## config.mk

```make
export PLATFORM = sky130hd
export DESIGN_NAME = button_debounce_long_press
export DESIGN_NICKNAME = d
export VERILOG_FILES = /design/src/rtl/core/bdlp_pkg.sv /design/src/rtl/core/bdlp_step.sv /design/src/rtl/core/button_debounce_long_press.sv
export SDC_FILE = /design/constraint.sdc
export NUM_CORES = 1
export LEC_CHECK = 0
export BUFFER_PORTS_ARGS = -buffer_cell sky130_fd_sc_hd__buf_2
export CAP_MARGIN = 20
export CELL_PAD_IN_SITES_DETAIL_PLACEMENT = 0
export CELL_PAD_IN_SITES_GLOBAL_PLACEMENT = 1
export CORE_MARGIN = 2
export CORE_UTILIZATION = 48
export DETAILED_ROUTE_END_ITERATION = 16
export HOLD_SLACK_MARGIN = 0.12
export PLACE_DENSITY_LB_ADDON = 0.1
export SLEW_MARGIN = 0
export SYNTH_ARGS = -nofsm -noshare
export SYNTH_HDL_FRONTEND = slang
export SYNTH_SLANG_ARGS = --single-unit
```

## constraint.sdc

```tcl
create_clock -name clk -period 9.8 [get_ports clk]
set_clock_uncertainty 0.2 [all_clocks]
set_input_delay 1.96 -clock clk [delete_from_list [all_inputs] [get_ports clk]]
set_output_delay 1.96 -clock clk [all_outputs]
set_load 0.02 [all_outputs]
```

## src/rtl/core/bdlp_pkg.sv

```systemverilog
// Package for the button debounce and long-press block.
// Holds the state record, result codes, register indexes and saturating add.
// No dependencies.
package bdlp_pkg;

    localparam int unsigned TIMER_W = 32;
    localparam int unsigned DT_W    = 16;
    localparam int unsigned DEB_W   = 16;
    localparam int unsigned CFG_IDX_W  = 2;
    localparam int unsigned CFG_DATA_W = 32;

    localparam logic [TIMER_W-1:0] TIMER_MAX = {TIMER_W{1'b1}};

    localparam logic [DEB_W-1:0]   DEBOUNCE_RESET = 16'd50;
    localparam logic [TIMER_W-1:0] HOLD_RESET     = 32'd3000;

    typedef enum logic [CFG_IDX_W-1:0] {
        CFG_DEBOUNCE_TIME      = 2'd0,
        CFG_SHUTDOWN_HOLD_TIME = 2'd1
    } cfg_index_t;

    typedef enum logic [1:0] {
        ACT_NONE     = 2'd0,
        ACT_SHUTDOWN = 2'd1,
        ACT_SHORT    = 2'd2
    } action_t;

    typedef struct packed {
        logic               candidate_level;
        logic [TIMER_W-1:0] candidate_time;
        logic               stable_level;
        logic [TIMER_W-1:0] held_time;
        logic               shutdown_latch;
    } btn_state_t;

    // Add a sample interval to a timer, stop at the all-ones value.
    function automatic logic [TIMER_W-1:0] sat_add(input logic [TIMER_W-1:0] a,
                                                   input logic [DT_W-1:0]    b);
        logic [TIMER_W:0] sum;
        sum = {1'b0, a} + {{(TIMER_W+1-DT_W){1'b0}}, b};
        return sum[TIMER_W] ? TIMER_MAX : sum[TIMER_W-1:0];
    endfunction

endpackage

```

## src/rtl/core/bdlp_step.sv

```systemverilog
// One-sample update of the debounce and hold-time state.
// Purely combinational; uses bdlp_pkg for the state record and codes.
module bdlp_step (
    input  bdlp_pkg::btn_state_t            cur,
    input  logic                            raw_level,
    input  logic [bdlp_pkg::DT_W-1:0]       elapsed_time,
    input  logic [bdlp_pkg::DEB_W-1:0]      debounce_time,
    input  logic [bdlp_pkg::TIMER_W-1:0]    shutdown_hold_time,
    output bdlp_pkg::btn_state_t            nxt,
    output bdlp_pkg::action_t               action
);
    import bdlp_pkg::*;

    logic               cand_time;
    logic [TIMER_W-1:0] cand_time_next;
    logic               changed;
    logic               short_press;
    logic               latch_mid;
    logic               stable_next;
    logic [TIMER_W-1:0] held_next;

    assign cand_time = (raw_level != cur.candidate_level);

    always_comb
    begin
        // restart the candidate timer on a level change, else accumulate
        cand_time_next = cand_time ? {{(TIMER_W-DT_W){1'b0}}, elapsed_time}
                                   : sat_add(cur.candidate_time, elapsed_time);
        changed = (raw_level != cur.stable_level) &&
                  (cand_time_next >= {{(TIMER_W-DEB_W){1'b0}}, debounce_time});
        stable_next = changed ? raw_level : cur.stable_level;
        short_press = changed && !raw_level && !cur.shutdown_latch;
        latch_mid   = (changed && !raw_level) ? 1'b0 : cur.shutdown_latch;

        if (changed)
            held_next = '0;
        else if (stable_next)
            held_next = sat_add(cur.held_time, elapsed_time);
        else
            held_next = cur.held_time;

        nxt.candidate_level = raw_level;
        nxt.candidate_time  = cand_time_next;
        nxt.stable_level    = stable_next;
        nxt.held_time       = held_next;
        nxt.shutdown_latch  = latch_mid;
        action              = ACT_NONE;

        priority if (elapsed_time == '0)
        begin
            // empty interval: hold everything
            nxt    = cur;
            action = ACT_NONE;
        end
        else if (stable_next && !latch_mid && (held_next >= shutdown_hold_time))
        begin
            nxt.shutdown_latch = 1'b1;
            action             = ACT_SHUTDOWN;
        end
        else if (short_press)
        begin
            action = ACT_SHORT;
        end
        else
        begin
            action = ACT_NONE;
        end
    end

endmodule

```

## src/rtl/core/button_debounce_long_press.sv

```systemverilog
// Button debounce with long-press shutdown detect.
// Stages: a sample is captured in the input register (stage 1), its result in
// the result register (stage 2); a stalled result also holds stage 1.
// Throughput: one sample per cycle unless the result stalls; the state update is
// a single registered pass (two saturating adds and compares) between the stages.
// Reset: asynchronous, active low; timers, levels and latch clear, registers
// return to debounce 50 ms and shutdown hold 3000 ms.
module button_debounce_long_press (
    input  logic                              clk,
    input  logic                              rst_n,
    // sample channel
    input  logic                              in_valid,
    output logic                              in_stall,
    input  logic                              raw_level,
    input  logic [bdlp_pkg::DT_W-1:0]         elapsed_time,
    // result channel
    output logic                              out_valid,
    input  logic                              out_stall,
    output logic [1:0]                        action,
    // configuration write channel
    input  logic                              cfg_valid,
    output logic                              cfg_ready,
    input  logic [bdlp_pkg::CFG_IDX_W-1:0]    cfg_index,
    input  logic [bdlp_pkg::CFG_DATA_W-1:0]   cfg_data
);
    import bdlp_pkg::*;

    // Configuration registers
    logic [DEB_W-1:0]   debounce_reg;
    logic [TIMER_W-1:0] hold_reg;

    // Input register (stage 1)
    logic               in_valid_reg;
    logic               raw_reg;
    logic [DT_W-1:0]    dt_reg;

    // Button state and result register (stage 2)
    btn_state_t         state_reg;
    btn_state_t         state_next;
    action_t            action_next;
    logic               out_valid_reg;
    action_t            action_reg;

    logic               fire;
    logic               in_take;

    // The config port never pushes back.
    assign cfg_ready = 1'b1;

    always_ff @(posedge clk or negedge rst_n)
    begin
        if (!rst_n)
        begin
            debounce_reg <= DEBOUNCE_RESET;
            hold_reg     <= HOLD_RESET;
        end
        else if (cfg_valid)
        begin
            // indexes outside the register list are dropped
            if (cfg_index == CFG_DEBOUNCE_TIME)
                debounce_reg <= cfg_data[DEB_W-1:0];
            else if (cfg_index == CFG_SHUTDOWN_HOLD_TIME)
                hold_reg <= cfg_data[TIMER_W-1:0];
        end
    end

    // Advance the stage-1 sample into the state update whenever the result
    // register is empty or is being taken in this cycle.
    assign fire     = in_valid_reg && (!out_valid_reg || !out_stall);
    // Take a new sample when stage 1 is empty or drains this cycle.
    assign in_take  = !in_valid_reg || fire;
    assign in_stall = !in_take;

    always_ff @(posedge clk or negedge rst_n)
    begin
        if (!rst_n)
            in_valid_reg <= 1'b0;
        else if (in_take)
            in_valid_reg <= in_valid;
    end

    // Sample payload: no reset needed
    always_ff @(posedge clk)
    begin
        if (in_take && in_valid)
        begin
            raw_reg <= raw_level;
            dt_reg  <= elapsed_time;
        end
    end

    bdlp_step u_step (
        .cur                (state_reg),
        .raw_level          (raw_reg),
        .elapsed_time       (dt_reg),
        .debounce_time      (debounce_reg),
        .shutdown_hold_time (hold_reg),
        .nxt                (state_next),
        .action             (action_next)
    );

    // Commit the state and the result together on each processed sample.
    always_ff @(posedge clk or negedge rst_n)
    begin
        if (!rst_n)
        begin
            state_reg     <= '0;
            out_valid_reg <= 1'b0;
        end
        else
        begin
            if (fire)
                state_reg <= state_next;
            if (fire)
                out_valid_reg <= 1'b1;
            else if (!out_stall)
                out_valid_reg <= 1'b0;
        end
    end

    always_ff @(posedge clk)
    begin
        if (fire)
            action_reg <= action_next;
    end

    assign out_valid = out_valid_reg;
    assign action    = action_reg;

    // A shutdown report always leaves the latch set behind it.
    a_shutdown_latched: assert property (@(posedge clk) disable iff (!rst_n)
        (out_valid_reg && action_reg == ACT_SHUTDOWN) |-> state_reg.shutdown_latch)
        else $error("shutdown reported without latch set");

    // A short press is reported only on a debounced release.
    a_short_released: assert property (@(posedge clk) disable iff (!rst_n)
        (out_valid_reg && action_reg == ACT_SHORT) |-> !state_reg.stable_level)
        else $error("short press reported while stable level pressed");

    // Hold time only accumulates while pressed.
    a_held_idle: assert property (@(posedge clk) disable iff (!rst_n)
        !state_reg.stable_level |-> (state_reg.held_time == '0))
        else $error("hold time nonzero while released");

    // The shutdown latch is only set while the button is pressed.
    a_latch_pressed: assert property (@(posedge clk) disable iff (!rst_n)
        state_reg.shutdown_latch |-> state_reg.stable_level)
        else $error("shutdown latch set while released");

endmodule

```

# Word level (Yosys, flattened, before mapping)
# Cells that the tools add are included.
dict set report totals {
  register_bits 136
  in_bits 56
  out_inout_bits 5
  word_cells 57
}
dict set report classes {
  add_sub_neg 2
  magnitude_cmp 2
  n_eq_ne 4
  mux 12
  n_bitwise 2
  n_reduce_logical 22
}
# cell count
set op_table {}
lappend op_table {{32-bit two-way mux} 5}
lappend op_table {{32-bit by 16-bit adder with 33-bit output} 2}
lappend op_table {{32-bit by 16-bit greater-or-equal comparator with 1-bit output} 1}
lappend op_table {{32-bit greater-or-equal comparator} 1}
lappend op_table {{16-bit logical NOT} 1}
lappend op_table {{1-bit logical AND} 7}
lappend op_table {{1-bit logical NOT} 7}
lappend op_table {{1-bit two-way mux} 6}
lappend op_table {{2-bit AND reduction} 2}
lappend op_table {{3-bit AND reduction} 1}
lappend op_table {{2-bit by 1-bit equality test with 1-bit output (second input constant)} 1}
lappend op_table {{2-bit logical NOT} 1}
lappend op_table {{1-bit logical OR} 2}
lappend op_table {{2-bit two-way mux} 1}
lappend op_table {{1-bit inequality test} 2}
lappend op_table {{2-bit by 1-bit inequality test with 1-bit output (second input constant)} 1}
lappend op_table {{1-bit inverter} 2}
lappend op_table {{2-bit OR reduction} 1}

# Longest topological paths before layout
dict set report logic_depth {
  depth_word 11
  depth_mapped 34
  ltp_nobuf 33
}

# Cells and area by module
# A second synthesis with hierarchy kept.
dict set report unflattened {
  hier_cells 1107
  hier_area_um2 10436.3
}
# module n_inst cells_per_inst area_per_inst_um2 seq_area_each_um2
set by_module_without_submodules {}
lappend by_module_without_submodules {bdlp_step 1 835 5353.9 0.0}
lappend by_module_without_submodules {button_debounce_long_press 1 272 5082.4 3510.9}

# Worst setup path after synthesis
# OpenSTA, ideal clock, no wires.
dict set report synth_timing {
  kind {register to register}
  from {reg dt_reg[0]}
  to {reg action_reg[0], in the netlist action[0] (data pin)}
  setup_time_ns 0.255
  arrival_ns 6.550
  required_time_ns 9.345
  path_slack_ns 2.794
  stages_incl_launch_ff 34
  n_path_buf 3
  synth_period_minus_slack_ns 7.006
  path_cell_list {edfxtp_1 > ha_1 > fa_1 > a211oi_2 > o32ai_2 > and3_1 > or2_1 > buf_6 > nand2b_1 > clkbuf_1 > a31oi_1 > ha_1 > a21oi_1 > a21oi_1 > o311a_1 > o211ai_1 > a21oi_1 > or4_4 > o21ai_2 > nand4_2 > nand2_1 > buf_4 > o221ai_1 > ha_1 > nand2b_1 > a21o_1 > a21o_1 > a21o_1 > a21o_1 > a21oi_1 > o21ai_0 > a21oi_1 > o21ai_0 > and3_1}
}
dict set report synth_via {
  elab_chain_cells 11
  elab_cells_between_ends 18
  classes_between {add/sub: 2; order compare: 2; mux: 8; reduce/logical: 6}
}
# element line
set synth_rtl {}
lappend synth_rtl {{start: declaration} button_debounce_long_press.sv:35} ;# logic [DT_W-1:0] dt_reg;
lappend synth_rtl {{start signal: assignment} button_debounce_long_press.sv:88} ;# dt_reg <= elapsed_time;
lappend synth_rtl {{32-bit by 16-bit adder with 33-bit output (*)} bdlp_pkg.sv:40} ;# sum = {1'b0, a} + {{(TIMER_W+1-DT_W){1'b0}}, b};
lappend synth_rtl {{32-bit two-way mux (*)} bdlp_pkg.sv:41} ;# return sum[TIMER_W] ? TIMER_MAX : sum[TIMER_W-1:0];
lappend synth_rtl {{32-bit two-way mux (*)} bdlp_step.sv:27} ;# cand_time_next = cand_time ? {{(TIMER_W-DT_W){1'b0}}, elapsed_time}
lappend synth_rtl {{via u_step.cand_time_next[2]} bdlp_step.sv:15} ;# logic [TIMER_W-1:0] cand_time_next;
lappend synth_rtl {{32-bit by 16-bit greater-or-equal comparator with 1-bit output (*)} bdlp_step.sv:30} ;# (cand_time_next >= {{(TIMER_W-DEB_W){1'b0}}, debounce_time});
lappend synth_rtl {{1-bit logical AND (*)} bdlp_step.sv:29} ;# changed = (raw_level != cur.stable_level) &&
lappend synth_rtl {{1-bit two-way mux / 1-bit logical AND (equally long branches)} {bdlp_step.sv:31, bdlp_step.sv:33}}
lappend synth_rtl {{32-bit two-way mux / 1-bit two-way mux (equally long branches)} {bdlp_step.sv:37, bdlp_step.sv:33}}
lappend synth_rtl {{32-bit two-way mux / 1-bit logical NOT (equally long branches)} {bdlp_step.sv:35, bdlp_step.sv:55}}
lappend synth_rtl {{32-bit greater-or-equal comparator / 1-bit logical AND (equally long branches)} bdlp_step.sv:55} ;# else if (stable_next && !latch_mid && (held_next >= shutdown_hold_time))
lappend synth_rtl {{1-bit logical AND (*)} bdlp_step.sv:55}
lappend synth_rtl {{1-bit two-way mux (*)} bdlp_step.sv:55}
lappend synth_rtl {{end signal: assignment} button_debounce_long_press.sv:124} ;# action_reg <= action_next;
lappend synth_rtl {{end: declaration} button_debounce_long_press.sv:42} ;# action_t action_reg;
# The timed path passes the listed nets; every way through them passes the cells marked *.
# A chain may end at the register's enable or synchronous reset.

# Final worst setup path
# Same ends and word-level chain as after synthesis.

==> results.txt <==
The flow ran to the end, and the final reports show no timing, DRC or antenna violations. On the critical path, the stage with the largest delay is an instance of sky130_fd_sc_hd__or4_4. The maximum ir drop on the vdd rail came out at approximately 0.14 mV. The count of fill cells added during filler insertion is between 1,500 and 2,000. By startpoint and endpoint, the worst setup path is classified as reg -> reg.

Among all flip-flop cells after synthesis, the most frequent one is sky130_fd_sc_hd__dfrtp_1. The global placement routability congestion came out at 0.888. In this run, post-CTS repair resized a total of 0 instances.

The number of setup buffers added after CTS came out at 0. The fraction of layout cells with a size suffix above 1 came out at 18.1%. In this run the tightest slew margin relative to its limit is 35.9%. Across the run, the number of max-cap violations was 0. In this run the count of I/O pins placed on the die edge is 61. The slew at the pin closest to its max-slew limit is 962 ps.

The total vias in the final route came out at between 8,000 and 9,000. In the routed design, unresolved DRC markers number 0. The number of nets with antenna violations after routing came out at 0. Synthesis produced about 1,100 cells. The final layout contains routed wiring with a total length of 27.0 mm. sky130_fd_sc_hd__dfrtp_1 takes more of the synthesized area than any other cell.

The required time of the critical path came out at 9780 ps. The root buffer cell is sky130_fd_sc_hd__clkbuf_16. The commonest cells after synthesis are sky130_fd_sc_hd__nand2_1 (129), sky130_fd_sc_hd__dfrtp_1 (107), sky130_fd_sc_hd__a21oi_1 (89). The post-synthesis instance area is roughly 9600 sq um. The global router's overall resource usage is around a quarter. Compared with the post-synthesis result, the final layout area differs by 11.7%.

The register with the most flip-flops in the layout has 67 of them. The final setup violation count is 0. Along the worst path, the maximum fanout reaches 21. The min-delay analysis places its worst path in the category reg -> reg. The tree built by TritonCTS fans out to around 140 sinks.

The post-DP HPWL came out at around 20 mm. The CTS H-tree depth came out at 4. The ratio of total power to cell area is around 280 nW/um^2. After synthesis, the mean cell area works out to between 9 and 10 sq um. The top cell type's share of synthesized area is between 20% and 30%.

The initial antenna violation count is 0. The number of enable flip-flop cells after synthesis is 19. The worst endpoint data arrival time is 8480 ps. The sequential-to-total area share from yosys stat is around 36%.

The overall overflow remaining after global route is 0. The number of synthesized register bits came out at between 100 and 150. The post-layout minimum cycle time is around 8500 ps.

The share of synthesized flip-flops with an asynchronous set or reset is 86.0%. The endpoint type of the worst setup path is a register. After floorplanning, the core was divided into about 50 placement rows.

The cell count after placement is 1,346. The antenna diode count is 0. The number of hold buffers added after CTS was 0.

The count of buffers inserted at the top-level ports came out at 59. The number of nets produced by synthesis is about 1,200. The initial detailed-routing violation count is 573. The register clock-pin slew on the reported worst setup and hold paths is 60 ps.

The most instantiated library cell after synthesis is sky130_fd_sc_hd__nand2_1. The number of distinct library cell variants in the gate-level netlist after synthesis came out at 83. The floorplan step set the die width to approximately 150 um. The fraction of the cycle the final worst path needs is 86.7%.

The die extent in y is roughly 150 um. STA classifies the critical path startpoint as a register. The average vias per placed instance is ~6.0. In this run the static leakage power is around 4.9 nW. The total of warnings raised by yosys came out at 0. The TritonCTS clock tree is done. The maximum number of pins on one net before global-route repair is 73. The final cell count without fillers came out at about 1,400. Ranked by total cell area, the synthesized netlist is headed by sky130_fd_sc_hd__dfrtp_1 (28%), sky130_fd_sc_hd__ha_1 (10%), sky130_fd_sc_hd__edfxtp_1 (5.9%), sky130_fd_sc_hd__nand2_1 (5.0%), sky130_fd_sc_hd__a21oi_1 (4.6%).

After detailed routing, the average wire length per cell comes to between 15 and 20 um. The first detailed-routing pass took 5 iterations. Setup repair after global routing left no endpoint under its margin. In this design, the stage delay of the slowest critical-path cell is 620 ps. The effective utilization at floorplan is around 50%. The worst-skew pair later-pin latency came out at about 430 ps. The final net count came out at about 1,200. The first global-routing pass estimated between 40 and 50 mm of wire.

The number of slew-limit violations in the final report came to 0. The setup TNS after final layout is 0 ps. The number of hold violations in the final report came out at 0. The maximum operating frequency came out at 118 MHz. The area of the die is between 20,000 and 25,000 sq um. After floorplanning, the core was sized to cover a little under 20,000 sq um. The number of global-route vias before repair is 7,840. The buffer depth of the longest clock path is 2. The total clock buffers created by CTS is 17.
[layout by cell type, fill, tap and decap left out, types with 30 or more instances in the layout]
cell type                 count
sky130_fd_sc_hd__nand2_1    129
sky130_fd_sc_hd__dfrtp_1    107
sky130_fd_sc_hd__a21oi_1     89
sky130_fd_sc_hd__ha_1        80
sky130_fd_sc_hd__inv_1       72
sky130_fd_sc_hd__o21ai_0     70
sky130_fd_sc_hd__buf_2       58
sky130_fd_sc_hd__nor2_1      53
sky130_fd_sc_hd__mux2_2      37
sky130_fd_sc_hd__a21o_1      34
sky130_fd_sc_hd__nand3_1     30
[layer usage]
layer  up-vias  part of all wire, %  GRT usage [%]
met5         -                    0              0
met4         0                  1.7           6.37
met3        26                  4.9           4.01
met2       247                   45           40.3
met1      3956                   48           38.3
li1       3996                    -              -
[metrics by stage]
| step | hold slack [ps] | setup slack (ps) | cell area [sq um] | util, % | power, mW |
|---|---|---|---|---|---|
| detailed placement | 270 | 1390 | 10100 | 51.8 | 2.27 |
| global route | 312 | 697 | 10800 | 55.0 | 3.20 |
| floorplan | 249 | 2790 | 9640 | - | 1.94 |
| CTS | 287 | 1350 | 10800 | 55.0 | 2.98 |
| global placement | 264 | 1630 | 10100 | 51.8 | 2.27 |
| finish | 279 | 1300 | 10800 | 55.0 | 2.98 |
[worst max-delay path: cells and delay by family (launching register included)]
family                     cells  cell delay, ps
and+or+nand+nor               10            3130
AOI/OAI and AO/OA             17            2970
adders and majority gates      4            1270
DFF                            1             460
buffers and inverters          1             220
[cell type report]
cell class / instances / area [sq um] / share of cell area (%)
inverter: 72 / 270 / 2.51
clock buffer: 20 / 462 / 4.29
sequential: 136 / 3510 / 32.6
tap: 265 / 332 / 3.08
multi-input combinational: 800 / 5630 / 52.3
clock inverter: 12 / 163 / 1.51
timing repair buffer: 73 / 403 / 3.74
[final timing paths]
kind,from,to,slack [ps],cells past startpoint
max in group asynchronous,rst_n,state_reg[8],6610,2
setup / recovery,dt_reg[0],action[0],1300,32
setup reg to reg,dt_reg[0],action[0],1300,32
hold / removal,in_valid_reg,out_valid,280,1
hold reg to reg,in_valid_reg,out_valid,280,1
min in group asynchronous,rst_n,state_reg[59],1350,1
[cells by family after synthesis]
group                      count (synthesis)  share of synthesized area [%]
adders and majority gates                 82                           10.8
and+or+nand+nor                          314                           15.8
AOI/OAI and AO/OA                        333                           24.2
buffers and inverters                    121                           5.36
DFF                                      136                           36.4
other                                      1                         0.0389
xor gates and xnor gates                  31                           2.82
muxes                                     39                           4.53
[power breakdown]
group	total (mW)	switching, mW	internal [mW]
combinational	1.50	0.891	0.611
sequential	0.789	0.0939	0.695
clock	0.687	0.265	0.422
total	2.98	1.25	1.73
Power figures use the tool's default switching activity.
